$ cat src/sv/mbcf_pkg.sv
// ----------------------------------------------------------------------------
// mbcf_pkg: shared definitions for the meter block check frame receiver
// Control characters, status codes and the result item layout.
// ----------------------------------------------------------------------------
package mbcf_pkg;

	// default longest reply, in bytes
	localparam int MAX_FRAME_DEF = 1024;

	// control characters of the line protocol
	localparam logic [7:0] CH_ACK = 8'h06;
	localparam logic [7:0] CH_NAK = 8'h15;
	localparam logic [7:0] CH_ETX = 8'h03;

	// input item kinds (carried on tuser)
	localparam logic OP_BYTE    = 1'b0;
	localparam logic OP_TIMEOUT = 1'b1;

	// check modes
	localparam logic MODE_XOR = 1'b0;
	localparam logic MODE_SUM = 1'b1;

	// configuration register indexes
	localparam logic REG_START_BYTE = 1'b0;
	localparam logic REG_CHECK_MODE = 1'b1;

	// reset values of the configuration registers
	localparam logic [7:0] START_BYTE_RST = 8'h02;
	localparam logic       CHECK_MODE_RST = MODE_XOR;

	// reply status
	typedef enum logic [2:0] {
		STATUS_ACK   = 3'd0,
		STATUS_NAK   = 3'd1,
		STATUS_OK    = 3'd2,
		STATUS_BAD   = 3'd3,
		STATUS_EMPTY = 3'd4
	} status_t;

	// one result item
	typedef struct packed {
		logic [6:0]  check_computed;
		logic [7:0]  check_received;
		logic [10:0] frame_length;
		status_t     status;
	} result_t;

endpackage

$ cat src/sv/mbcf_frame_core.sv
// ----------------------------------------------------------------------------
// mbcf_frame_core: frame state and reply judgment
// Holds the running count, first byte, previous byte and block check of the
// reply in progress, and works out the result when a reply ends.
// ----------------------------------------------------------------------------
module mbcf_frame_core #(
	parameter int MAX_FRAME = mbcf_pkg::MAX_FRAME_DEF
) (
	input  logic               clk,
	input  logic               arst_n,
	input  logic               en,
	input  logic               op,
	input  logic [7:0]         rx_byte,
	input  logic [7:0]         start_byte,
	input  logic               check_mode,
	output logic               res_valid,
	output mbcf_pkg::result_t  res
);

	localparam int CW = $clog2(MAX_FRAME + 1);

	logic [CW-1:0] count_q;
	logic [7:0]    first_q;
	logic [7:0]    prev_q;
	logic [6:0]    accum_q;

	logic [CW-1:0] count_n;
	logic [7:0]    first_n;
	logic [6:0]    accum_n;
	logic          done;

	// judgment of an ended reply
	function automatic mbcf_pkg::result_t judge(input logic [CW-1:0] cnt,
			input logic [7:0] first, input logic [6:0] accum, input logic [7:0] last);
		mbcf_pkg::result_t r;
		r.check_computed = '0;
		r.frame_length   = 11'(cnt);
		r.check_received = (cnt == '0) ? 8'h00 : last;
		if (cnt == CW'(1) && first == mbcf_pkg::CH_ACK) begin
			r.status = mbcf_pkg::STATUS_ACK;
		end else if (cnt == CW'(1) && first == mbcf_pkg::CH_NAK) begin
			r.status = mbcf_pkg::STATUS_NAK;
		end else if (cnt < CW'(2)) begin
			r.status = mbcf_pkg::STATUS_EMPTY;
		end else begin
			r.check_computed = accum;
			r.status = (last == {1'b0, accum}) ? mbcf_pkg::STATUS_OK : mbcf_pkg::STATUS_BAD;
		end
		return r;
	endfunction

	// next state for a received byte; the check runs one byte behind
	always_comb begin
		count_n = count_q + CW'(1);
		first_n = (count_q == '0) ? rx_byte : first_q;
		accum_n = accum_q;
		if (count_n >= CW'(3)) begin
			if (check_mode == mbcf_pkg::MODE_SUM) begin
				accum_n = accum_q + prev_q[6:0];
			end else begin
				accum_n = accum_q ^ prev_q[6:0];
			end
		end
		done = 1'b0;
		if (count_n == CW'(1) && (rx_byte == mbcf_pkg::CH_ACK || rx_byte == mbcf_pkg::CH_NAK))
			done = 1'b1;
		if (count_n > CW'(3) && first_q == start_byte && prev_q == mbcf_pkg::CH_ETX)
			done = 1'b1;
		if (count_n >= CW'(MAX_FRAME))
			done = 1'b1;
	end

	// result of this item
	always_comb begin
		if (op == mbcf_pkg::OP_TIMEOUT) begin
			res_valid = en;
			res       = judge(count_q, first_q, accum_q, prev_q);
		end else begin
			res_valid = en & done;
			res       = judge(count_n, first_n, accum_n, rx_byte);
		end
	end

	// frame state
	always_ff @(posedge clk or negedge arst_n) begin
		if (!arst_n) begin
			count_q <= '0;
			first_q <= '0;
			prev_q  <= '0;
			accum_q <= '0;
		end else if (en) begin
			if (op == mbcf_pkg::OP_TIMEOUT || done) begin
				count_q <= '0;
				first_q <= '0;
				prev_q  <= '0;
				accum_q <= '0;
			end else begin
				count_q <= count_n;
				first_q <= first_n;
				prev_q  <= rx_byte;
				accum_q <= accum_n;
			end
		end
	end

endmodule

$ cat src/sv/meter_block_check_frame_receiver_unit.sv
// ----------------------------------------------------------------------------
// meter_block_check_frame_receiver_unit: meter reply framing and block check
// Ends replies on ACK/NAK, start byte plus ETX, timeout or length limit, and
// reports status, length and the received and computed block check.
// ----------------------------------------------------------------------------
// One item per clock: a received byte or timeout is taken into an input
// register, judged from there and its result, if any, is registered in the
// output register, so the sustained rate is one item every cycle while the
// output side takes results. The frame state update in the judging stage
// sets that rate. A byte that does not end a reply produces no result; a
// timeout always produces one. The block check covers every byte but the
// first and the last, as a 7-bit XOR or a 7-bit sum per check_mode.
module meter_block_check_frame_receiver_unit #(
	parameter int MAX_FRAME = mbcf_pkg::MAX_FRAME_DEF
) (
	input  logic        clk,
	input  logic        arst_n,
	// configuration
	input  logic        cfg_we,
	input  logic        cfg_index,
	input  logic [7:0]  cfg_wdata,
	// input items
	input  logic        s_tvalid,
	output logic        s_tready,
	input  logic [7:0]  s_tdata,   // [7:0] rx_byte
	input  logic        s_tuser,   // [0] op
	// result items
	output logic        m_tvalid,
	input  logic        m_tready,
	output logic [31:0] m_tdata    // [2:0] status, [13:3] frame_length,
	                               // [21:14] check_received, [28:22] check_computed
);

	logic [7:0] start_byte_q;
	logic       check_mode_q;

	logic       valid_s1;
	logic       op_s1;
	logic [7:0] byte_s1;
	logic       advance;

	logic               res_valid;
	mbcf_pkg::result_t  res;
	logic               valid_s2;
	mbcf_pkg::result_t  res_s2;

	// configuration registers
	always_ff @(posedge clk or negedge arst_n) begin
		if (!arst_n) begin
			start_byte_q <= mbcf_pkg::START_BYTE_RST;
			check_mode_q <= mbcf_pkg::CHECK_MODE_RST;
		end else if (cfg_we) begin
			case (cfg_index)
				mbcf_pkg::REG_START_BYTE: start_byte_q <= cfg_wdata;
				mbcf_pkg::REG_CHECK_MODE: check_mode_q <= cfg_wdata[0];
				default: ;
			endcase
		end
	end

	// flow control
	assign advance  = valid_s1 && (!valid_s2 || m_tready);
	assign s_tready = !valid_s1 || advance;

	// input register
	always_ff @(posedge clk or negedge arst_n) begin
		if (!arst_n) begin
			valid_s1 <= 1'b0;
		end else if (s_tready) begin
			valid_s1 <= s_tvalid;
		end
	end

	always_ff @(posedge clk) begin
		if (s_tvalid && s_tready) begin
			op_s1   <= s_tuser;
			byte_s1 <= s_tdata;
		end
	end

	// frame state and judgment
	mbcf_frame_core #(
		.MAX_FRAME (MAX_FRAME)
	) u_core (
		.clk        (clk),
		.arst_n     (arst_n),
		.en         (advance),
		.op         (op_s1),
		.rx_byte    (byte_s1),
		.start_byte (start_byte_q),
		.check_mode (check_mode_q),
		.res_valid  (res_valid),
		.res        (res)
	);

	// output register
	always_ff @(posedge clk or negedge arst_n) begin
		if (!arst_n) begin
			valid_s2 <= 1'b0;
		end else if (!valid_s2 || m_tready) begin
			valid_s2 <= res_valid;
		end
	end

	always_ff @(posedge clk) begin
		if (res_valid) begin
			res_s2 <= res;
		end
	end

	assign m_tvalid = valid_s2;
	assign m_tdata  = {3'b000, res_s2};

	// a timeout always yields a result
	a_timeout_result: assert property (@(posedge clk) disable iff (!arst_n)
		advance && op_s1 == mbcf_pkg::OP_TIMEOUT |=> m_tvalid)
		else $error("timeout item gave no result");

	// a judged check needs at least two bytes
	a_check_len: assert property (@(posedge clk) disable iff (!arst_n)
		m_tvalid && (res_s2.status == mbcf_pkg::STATUS_OK ||
			res_s2.status == mbcf_pkg::STATUS_BAD) |-> res_s2.frame_length >= 11'd2)
		else $error("check judged on a reply shorter than two bytes");

	// ack and nak are lone bytes with no computed check
	a_ack_nak: assert property (@(posedge clk) disable iff (!arst_n)
		m_tvalid && (res_s2.status == mbcf_pkg::STATUS_ACK ||
			res_s2.status == mbcf_pkg::STATUS_NAK)
		|-> res_s2.frame_length == 11'd1 && res_s2.check_computed == 7'd0)
		else $error("ack or nak result with wrong length or check");

endmodule
$ cat config.mk
export PLATFORM = sky130hd
export DESIGN_NAME = meter_block_check_frame_receiver_unit
export DESIGN_NICKNAME = d
export VERILOG_FILES = /design/src/sv/mbcf_pkg.sv /design/src/sv/mbcf_frame_core.sv /design/src/sv/meter_block_check_frame_receiver_unit.sv
export SDC_FILE = /design/constraint.sdc
export NUM_CORES = 1
export LEC_CHECK = 0
export ABC_CLOCK_PERIOD_IN_PS = 3850
export BUFFER_PORTS_ARGS = -buffer_cell sky130_fd_sc_hd__buf_4
export CAP_MARGIN = 10
export CELL_PAD_IN_SITES_DETAIL_PLACEMENT = 0
export CELL_PAD_IN_SITES_GLOBAL_PLACEMENT = 1
export CORE_ASPECT_RATIO = 1.5
export CORE_MARGIN = 2
export CORE_UTILIZATION = 41
export DETAILED_ROUTE_END_ITERATION = 8
export GPL_TIMING_DRIVEN = 0
export PLACE_DENSITY = 0.74
export SLEW_MARGIN = 10
export SYNTH_ARGS = -nofsm -noshare
export SYNTH_HDL_FRONTEND = slang
export SYNTH_SLANG_ARGS = --single-unit
$ cat constraint.sdc
create_clock -name clk -period 3.85 [get_ports clk]
set_clock_uncertainty 0.05 [all_clocks]
set_input_delay 0.5775 -clock clk [delete_from_list [all_inputs] [get_ports clk]]
set_output_delay 0.5775 -clock clk [all_outputs]
set_load 0.02 [all_outputs]
=== Yosys cells after proc, flatten, opt, wreduce, memory -nomap -nowiden ===
Cells that the tools add are included.

* Bits in registers: 83
* Bits in latches: 0
* Bits in writable memories: 0
* ROM bits: 0
* Bits of input ports: 23
* Output and inout port bits: 34
* Word-level logic and storage cells: 83
* Memories kept: 0

* Add/subtract/negate cells: 2
* $mul: 0
* Divide/modulo/power cells: 0
* $lt $le $gt $ge: 5
* Eq/ne operators: 12
* Shift-type cells: 0
* Mux-type cells: 28
* Bitwise logic cells: 3
* Reduce and logical (&&, ||, !) cells: 19

{| class="wikitable"
|+ Operators with widths
! operator !! count
|-
| 7-bit two-way mux || 9
|-
| 8-bit two-way mux || 5
|-
| 29-bit two-way mux || 1
|-
| 8-bit by 3-bit equality test with 1-bit output (second input constant) || 3
|-
| 8-bit by 5-bit equality test with 1-bit output (second input constant) || 3
|-
| 11-bit by 1-bit equality test with 1-bit output (second input constant) || 2
|-
| 11-bit zero test || 2
|-
| 11-bit by 2-bit less-than comparator with 1-bit output (second input constant) || 2
|-
| 3-bit two-way mux || 6
|-
| 8-bit by 7-bit equality test with 1-bit output || 2
|-
| 11-bit by 1-bit adder with 11-bit output (second input constant) || 1
|-
| 11-bit >= comparator (second input constant) || 1
|-
| 11-bit by 2-bit >= comparator with 1-bit output (second input constant) || 1
|-
| 11-bit by 2-bit > comparator with 1-bit output (second input constant) || 1
|-
| 11-bit two-way mux || 1
|-
| 1-bit logical AND || 9
|-
| 8-bit by 2-bit equality test with 1-bit output (second input constant) || 1
|-
| 8-bit equality test || 1
|-
| 7-bit adder || 1
|-
| 7-bit bitwise XOR || 1
|-
| 1-bit two-way mux || 6
|-
| 1-bit logical OR || 4
|-
| 2-bit AND reduction || 2
|-
| 1-bit zero test || 2
|-
| 2 further kinds || 2
|}

=== Longest topological paths before layout ===
* Depth in word-level cells: 9
* Gate-level depth with buffers: 12
* Depth with buffers taken out: 11

=== Cells and area by module ===
A second synthesis with hierarchy kept.

* Cells, all modules: 410
* Area, all modules: 4545.6 um^2

{| class="wikitable"
|+ Modules (own cells, without submodules)
! module !! instances !! cells an instance !! area each (um^2)
|-
| mbcf_frame_core || 1 || 339 || 2902.8
|-
| meter_block_check_frame_receiver_unit || 1 || 71 || 1642.8
|}

=== Worst setup path after synthesis ===
Ideal clock, no wire load.

* Path type: reg-to-reg
* From: reg u_core.count_q[0]
* To: reg res_s2 (netlist bit m_tdata[0]) (enable)
* Setup time: 0.415 ns
* Data arrival time: 3.494 ns
* Data required time: 3.385 ns
* Slack: -0.109 ns
* Cell stages (with the launch flop): 11
* Path buffers: 2
* Period minus slack after synthesis: 3.959 ns
* Cells stage by stage: dfrtp_1 > ha_1 > nand3_1 > nor2_1 > mux2_2 > and4_4 > buf_6 > a21oi_2 > nor2_2 > clkbuf_1 > nor2_1

* Longest elaborated chain between the ends: 8
* Elaborated cells between the ends (all ways): 12
* Classes of those cells: 1 x add/sub; 2 x order compare; 1 x eq/ne; 4 x mux; 1 x bitwise; 3 x reduce/logical

{| class="wikitable"
|+ RTL lines
! what !! RTL line !! text
|-
| start, declared || mbcf_frame_core.sv:22 || <nowiki>logic [CW-1:0] count_q;</nowiki>
|-
| start signal, assigned || mbcf_frame_core.sv:98 || <nowiki>count_q <= count_n;</nowiki>
|-
| 11-bit by 1-bit adder with 11-bit output (*) || mbcf_frame_core.sv:54 || <nowiki>count_n = count_q + CW'(1);</nowiki>
|-
| 11-bit by 2-bit > comparator with 1-bit output / 11-bit by 1-bit equality test with 1-bit output (equally long branches) || mbcf_frame_core.sv:67, mbcf_frame_core.sv:65 ||
|-
| 1-bit logical AND (on tied branches) || mbcf_frame_core.sv:67, mbcf_frame_core.sv:65 ||
|-
| 1-bit logical AND / 1-bit two-way mux (equally long branches) || mbcf_frame_core.sv:67, mbcf_frame_core.sv:65 ||
|-
| 1-bit two-way mux || mbcf_frame_core.sv:67 || <nowiki>if (count_n > CW'(3) && first_q == start_byte && prev_q == mbcf_pkg::CH_ETX)</nowiki>
|-
| 1-bit two-way mux (*) || mbcf_frame_core.sv:69 || <nowiki>if (count_n >= CW'(MAX_FRAME))</nowiki>
|-
| 1-bit bitwise AND (*) || mbcf_frame_core.sv:79 || <nowiki>res_valid = en & done;</nowiki>
|-
| 1-bit two-way mux (*) || mbcf_frame_core.sv:75 || <nowiki>if (op == mbcf_pkg::OP_TIMEOUT) begin</nowiki>
|-
| net res_valid || meter_block_check_frame_receiver_unit.sv:42 || <nowiki>logic res_valid;</nowiki>
|-
| end signal, assigned || meter_block_check_frame_receiver_unit.sv:107 || <nowiki>res_s2 <= res;</nowiki>
|-
| end, declared || meter_block_check_frame_receiver_unit.sv:45 || <nowiki>mbcf_pkg::result_t res_s2;</nowiki>
|}

Mark *: on every way through the listed nets, which the timed path passes. The rest lies on a longest branch.
A chain may end at the register's enable or synchronous reset.

=== Final worst setup path ===
* From: reg u_core.prev_q[6]
* To: reg res_s2 (netlist bit m_tdata[22]) (enable)

* Longest elaborated chain between the ends: 6

{| class="wikitable"
|+ RTL lines
! what !! RTL line !! text
|-
| start, declared || mbcf_frame_core.sv:24 || <nowiki>logic [7:0] prev_q;</nowiki>
|-
| start signal, assigned || mbcf_frame_core.sv:100 || <nowiki>prev_q <= rx_byte;</nowiki>
|-
| 8-bit by 2-bit equality test with 1-bit output || mbcf_frame_core.sv:67 ||
|-
| 1-bit logical AND || mbcf_frame_core.sv:67 ||
|-
| 1-bit two-way mux || mbcf_frame_core.sv:67 ||
|-
| 1-bit two-way mux || mbcf_frame_core.sv:69 ||
|-
| 1-bit bitwise AND || mbcf_frame_core.sv:79 ||
|-
| 1-bit two-way mux || mbcf_frame_core.sv:75 ||
|-
| net res_valid || meter_block_check_frame_receiver_unit.sv:42 ||
|}

The timed path passes the listed nets, and every way through them passes these cells.

==> impl_metrics.yaml <==
synth:
  yosysUniqueCellTypes: 63
  synthFlopType: "dfrtp_1"
  syn-cell-area_mm2: 0.004601
  syn_avg_cell_area_um2: 10.25
  synth_warnings: 0
  synth_cells: 449
  synthArstFlopShare_pct: 54.22
  synth_seq_area_share_pct: 49.31
  synth-edff-count: 38
  yosys_register_bits: 83
cells_and_area:
  finalNetCount: 552
  insertedDiodeCount: 0
  multi_input_area_mm2: 0.002116
  final_cell_mix: "buf_4 (61), dfrtp_1 (44), edfxtp_1 (38), o21ai_0 (34), nand2_1 (32)"
  fillCellCount: 1023
  layout_commonest_cell: "buf_4"
  drive_gt1_share_pct: 20.15
  syn2layout_area_growth_pct: 19.69
  seq_area_mm2: 0.002268
  stdcell_area_mm2: 0.005507
  final_core_util_pct: 50.07
cts:
  cts.clk_slew.worst_paths_ns: 0.06
  htreeDepth: 3
  ctsHoldBuffers: 0
  cts_buffer_depth: 2
  clkLatencyLatePin_ns: 0.34
  cts_resized: 1
  cts_tree: "built"
  cts_root_buf: "clkbuf_16"
  clock_sinks: 83
  numCtsBuffers: 9
  postCtsSetupBuffers: 0
sta:
  tightest_slew_ns: 0.7495
  drv_slew: 0
  setup_viol: 0
  tns_ns: 0
  finalHoldViolations: 0
  fin_crit_sh_pct: 93.83
  period_needed_ns: 3.612
  rsz0062_at_grt: "no"
  fin_hold_ws_ns: 0.2021
  slew_headroom_pct: 49.33
  fmax_ghz: 0.2768
routing:
  via_count: 3629
  drt_pass1_iterations: 4
  drt_iter0_markers: 191
  drc: 0
  avgViaCountPerCell: 5.433
  wl_per_cell_um: 17.59
  routed_wl_um: 11750
  ant_nets: 0
grt:
  grt.total_usage_pct: 20.19
  grt_overflow_total: 0
  grt_pass1_wl_um: 18950
  first_global_vias: 3733
  grt_max_degree: 46
  antenna_found_initial: 0
floorplanning:
  ios: 57
  start_util_pct: 41.84
  fp.dieH_um: 133.7
  dieWidth_um: 90.49
  row_count: 47
  die_area_mm2: 0.01210
  core_mm2: 0.01100
job:
  drv_cap: 0
worst_setup_path:
  startpoint_type: "flip-flop"
  reg2reg_from: "u_core.prev_q[6]$_DFFE_PN0P_"
  rr_endpoint: "m_tdata[22]$_DFFE_PP_"
  cp.required_ns: 3.84
  arrival_ns: 3.60
  r2r_slack_ns: 0.24
  crit_fanout: 21
  rr_worst_depth: 9
  critical_path_class: "reg2reg"
  cp-end-kind: "flip-flop"
placement:
  place_congestion: 0.9026
  placed_cell_area_mm2: 0.005225
  hpwl_um: 8772
  port_buffers: 53
status:
  status: "finished, final reports clean"
pwr:
  power.density_mw_per_mm2: 522.9
  ir_drop_mv: 0.2489
  power_leakage_nw: 2.297
min_path:
  min_path_type: "in2async"
final cells by class:
| class | count | share of cell area, % |
|---|---|---|
| plain buffers | 25 | 2.613 |
| clock buffers | 10 | 4.158 |
| clock inverters | 6 | 0.7044 |
| inverters | 27 | 1.840 |
| multi-input cells | 316 | 38.42 |
| flip-flops and latches | 83 | 41.20 |
| well taps | 147 | 3.340 |
| repair buffers | 54 | 7.726 |
worst max-delay path by stage:
stage                                        from                     to  slack, ns  cells after the start
floorplan           u_core.count_q[0]$_DFFE_PN0P_   m_tdata[0]$_DFFE_PP_       0.37                     10
global placement    u_core.count_q[0]$_DFFE_PN0P_  m_tdata[22]$_DFFE_PP_      -0.68                     10
detailed placement  u_core.count_q[0]$_DFFE_PN0P_  m_tdata[22]$_DFFE_PP_     -0.005                     12
CTS                 u_core.count_q[0]$_DFFE_PN0P_  m_tdata[22]$_DFFE_PP_       0.09                     11
global route        u_core.count_q[0]$_DFFE_PN0P_  m_tdata[22]$_DFFE_PP_       0.14                     12
finish               u_core.prev_q[6]$_DFFE_PN0P_  m_tdata[22]$_DFFE_PP_       0.24                      9
stage by stage:
stage	cells	setup WS (ns)	total power, W
floorplan	451	0.3677	0.001799
global placement	651	-0.6787	0.002075
detailed placement	652	-0.004713	0.002097
CTS	668	0.08963	0.002889
global route	668	0.1406	0.003053
finish	668	0.2375	0.002879
cell families (layout without fill, tap and decap cells):
logic type	Yosys count	after routing	synth area share [%]
XOR/XNOR	30	30	5.711
multiplexers	13	13	3.155
buffers and inverters	52	122	5.303
adder cells (fa/ha/maj)	13	13	3.699
AND/OR/NAND/NOR	155	155	18.22
flip-flops	83	83	49.31
other	1	3	0.08151
AO/OA/AOI/OAI	102	102	14.52
power breakdown:
group          switching (W)  internal [W]  total [W]
Sequential          0.000114       0.00106    0.00118
Combinational       0.000555      0.000363   0.000918
Clock               0.000349      0.000437   0.000786
Total                0.00102       0.00186    0.00288
worst max-delay path, cell delays in order (launching register included):
cell,delay [ns]
dfrtp_1,0.35
clkbuf_1,0.19
nor4b_1,0.67
nand4_1,0.14
or4_1,0.59
a21oi_4,0.35
nor2_4,0.13
clkbuf_2,0.24
nor2_4,0.36
buf_16,0.22
cells in the mapped netlist, types with 5 or more instances:
library cell   n  area share, %
buf_4          8            1.3
inv_1         27            2.2
nand3_1       26            2.8
o21ai_1        5           0.54
o21ai_0       34            3.7
a21oi_1       10            1.1
o22ai_1        9            1.2
nand2_1       32            2.6
xnor2_1       18            3.4
ha_1          12            3.3
or3_1          5           0.68
clkbuf_1      10           0.82
edfxtp_1      38             25
nor2b_1        6           0.82
o2bb2ai_1      8            1.5
a22o_1         9            1.7
nor3_1        16            1.7
mux2_2        12            2.9
nand4_1       10            1.4
nor2_1        18            1.5
and2_1         7           0.95
nor4_1         6           0.82
dfrtp_1       44             24
nand2b_1       7           0.95
xor2_1        12            2.3
sequential cells by signal (all words and copies together), names as in the netlist:
signal / flops
byte_s1: 8
check_mode_q: 1
m_tdata: 29
m_tvalid: 1
op_s1: 1
start_byte_q: 8
u_core.accum_q: 7
u_core.count_q: 11
u_core.first_q: 8
u_core.prev_q: 8
valid_s1: 1
layer usage:
metal	vias up	GRT usage [%]	routed length (µm)	part of all wire (%)
met2	102	37.52	6388	54
met3	21	3.337	471	4.0
li1	1769	-	-	-
met5	-	0	0	0
met1	1737	21.87	4522	38
met4	0	10.17	367	3.1
Note: power is estimated with default switching activity, not from simulation.
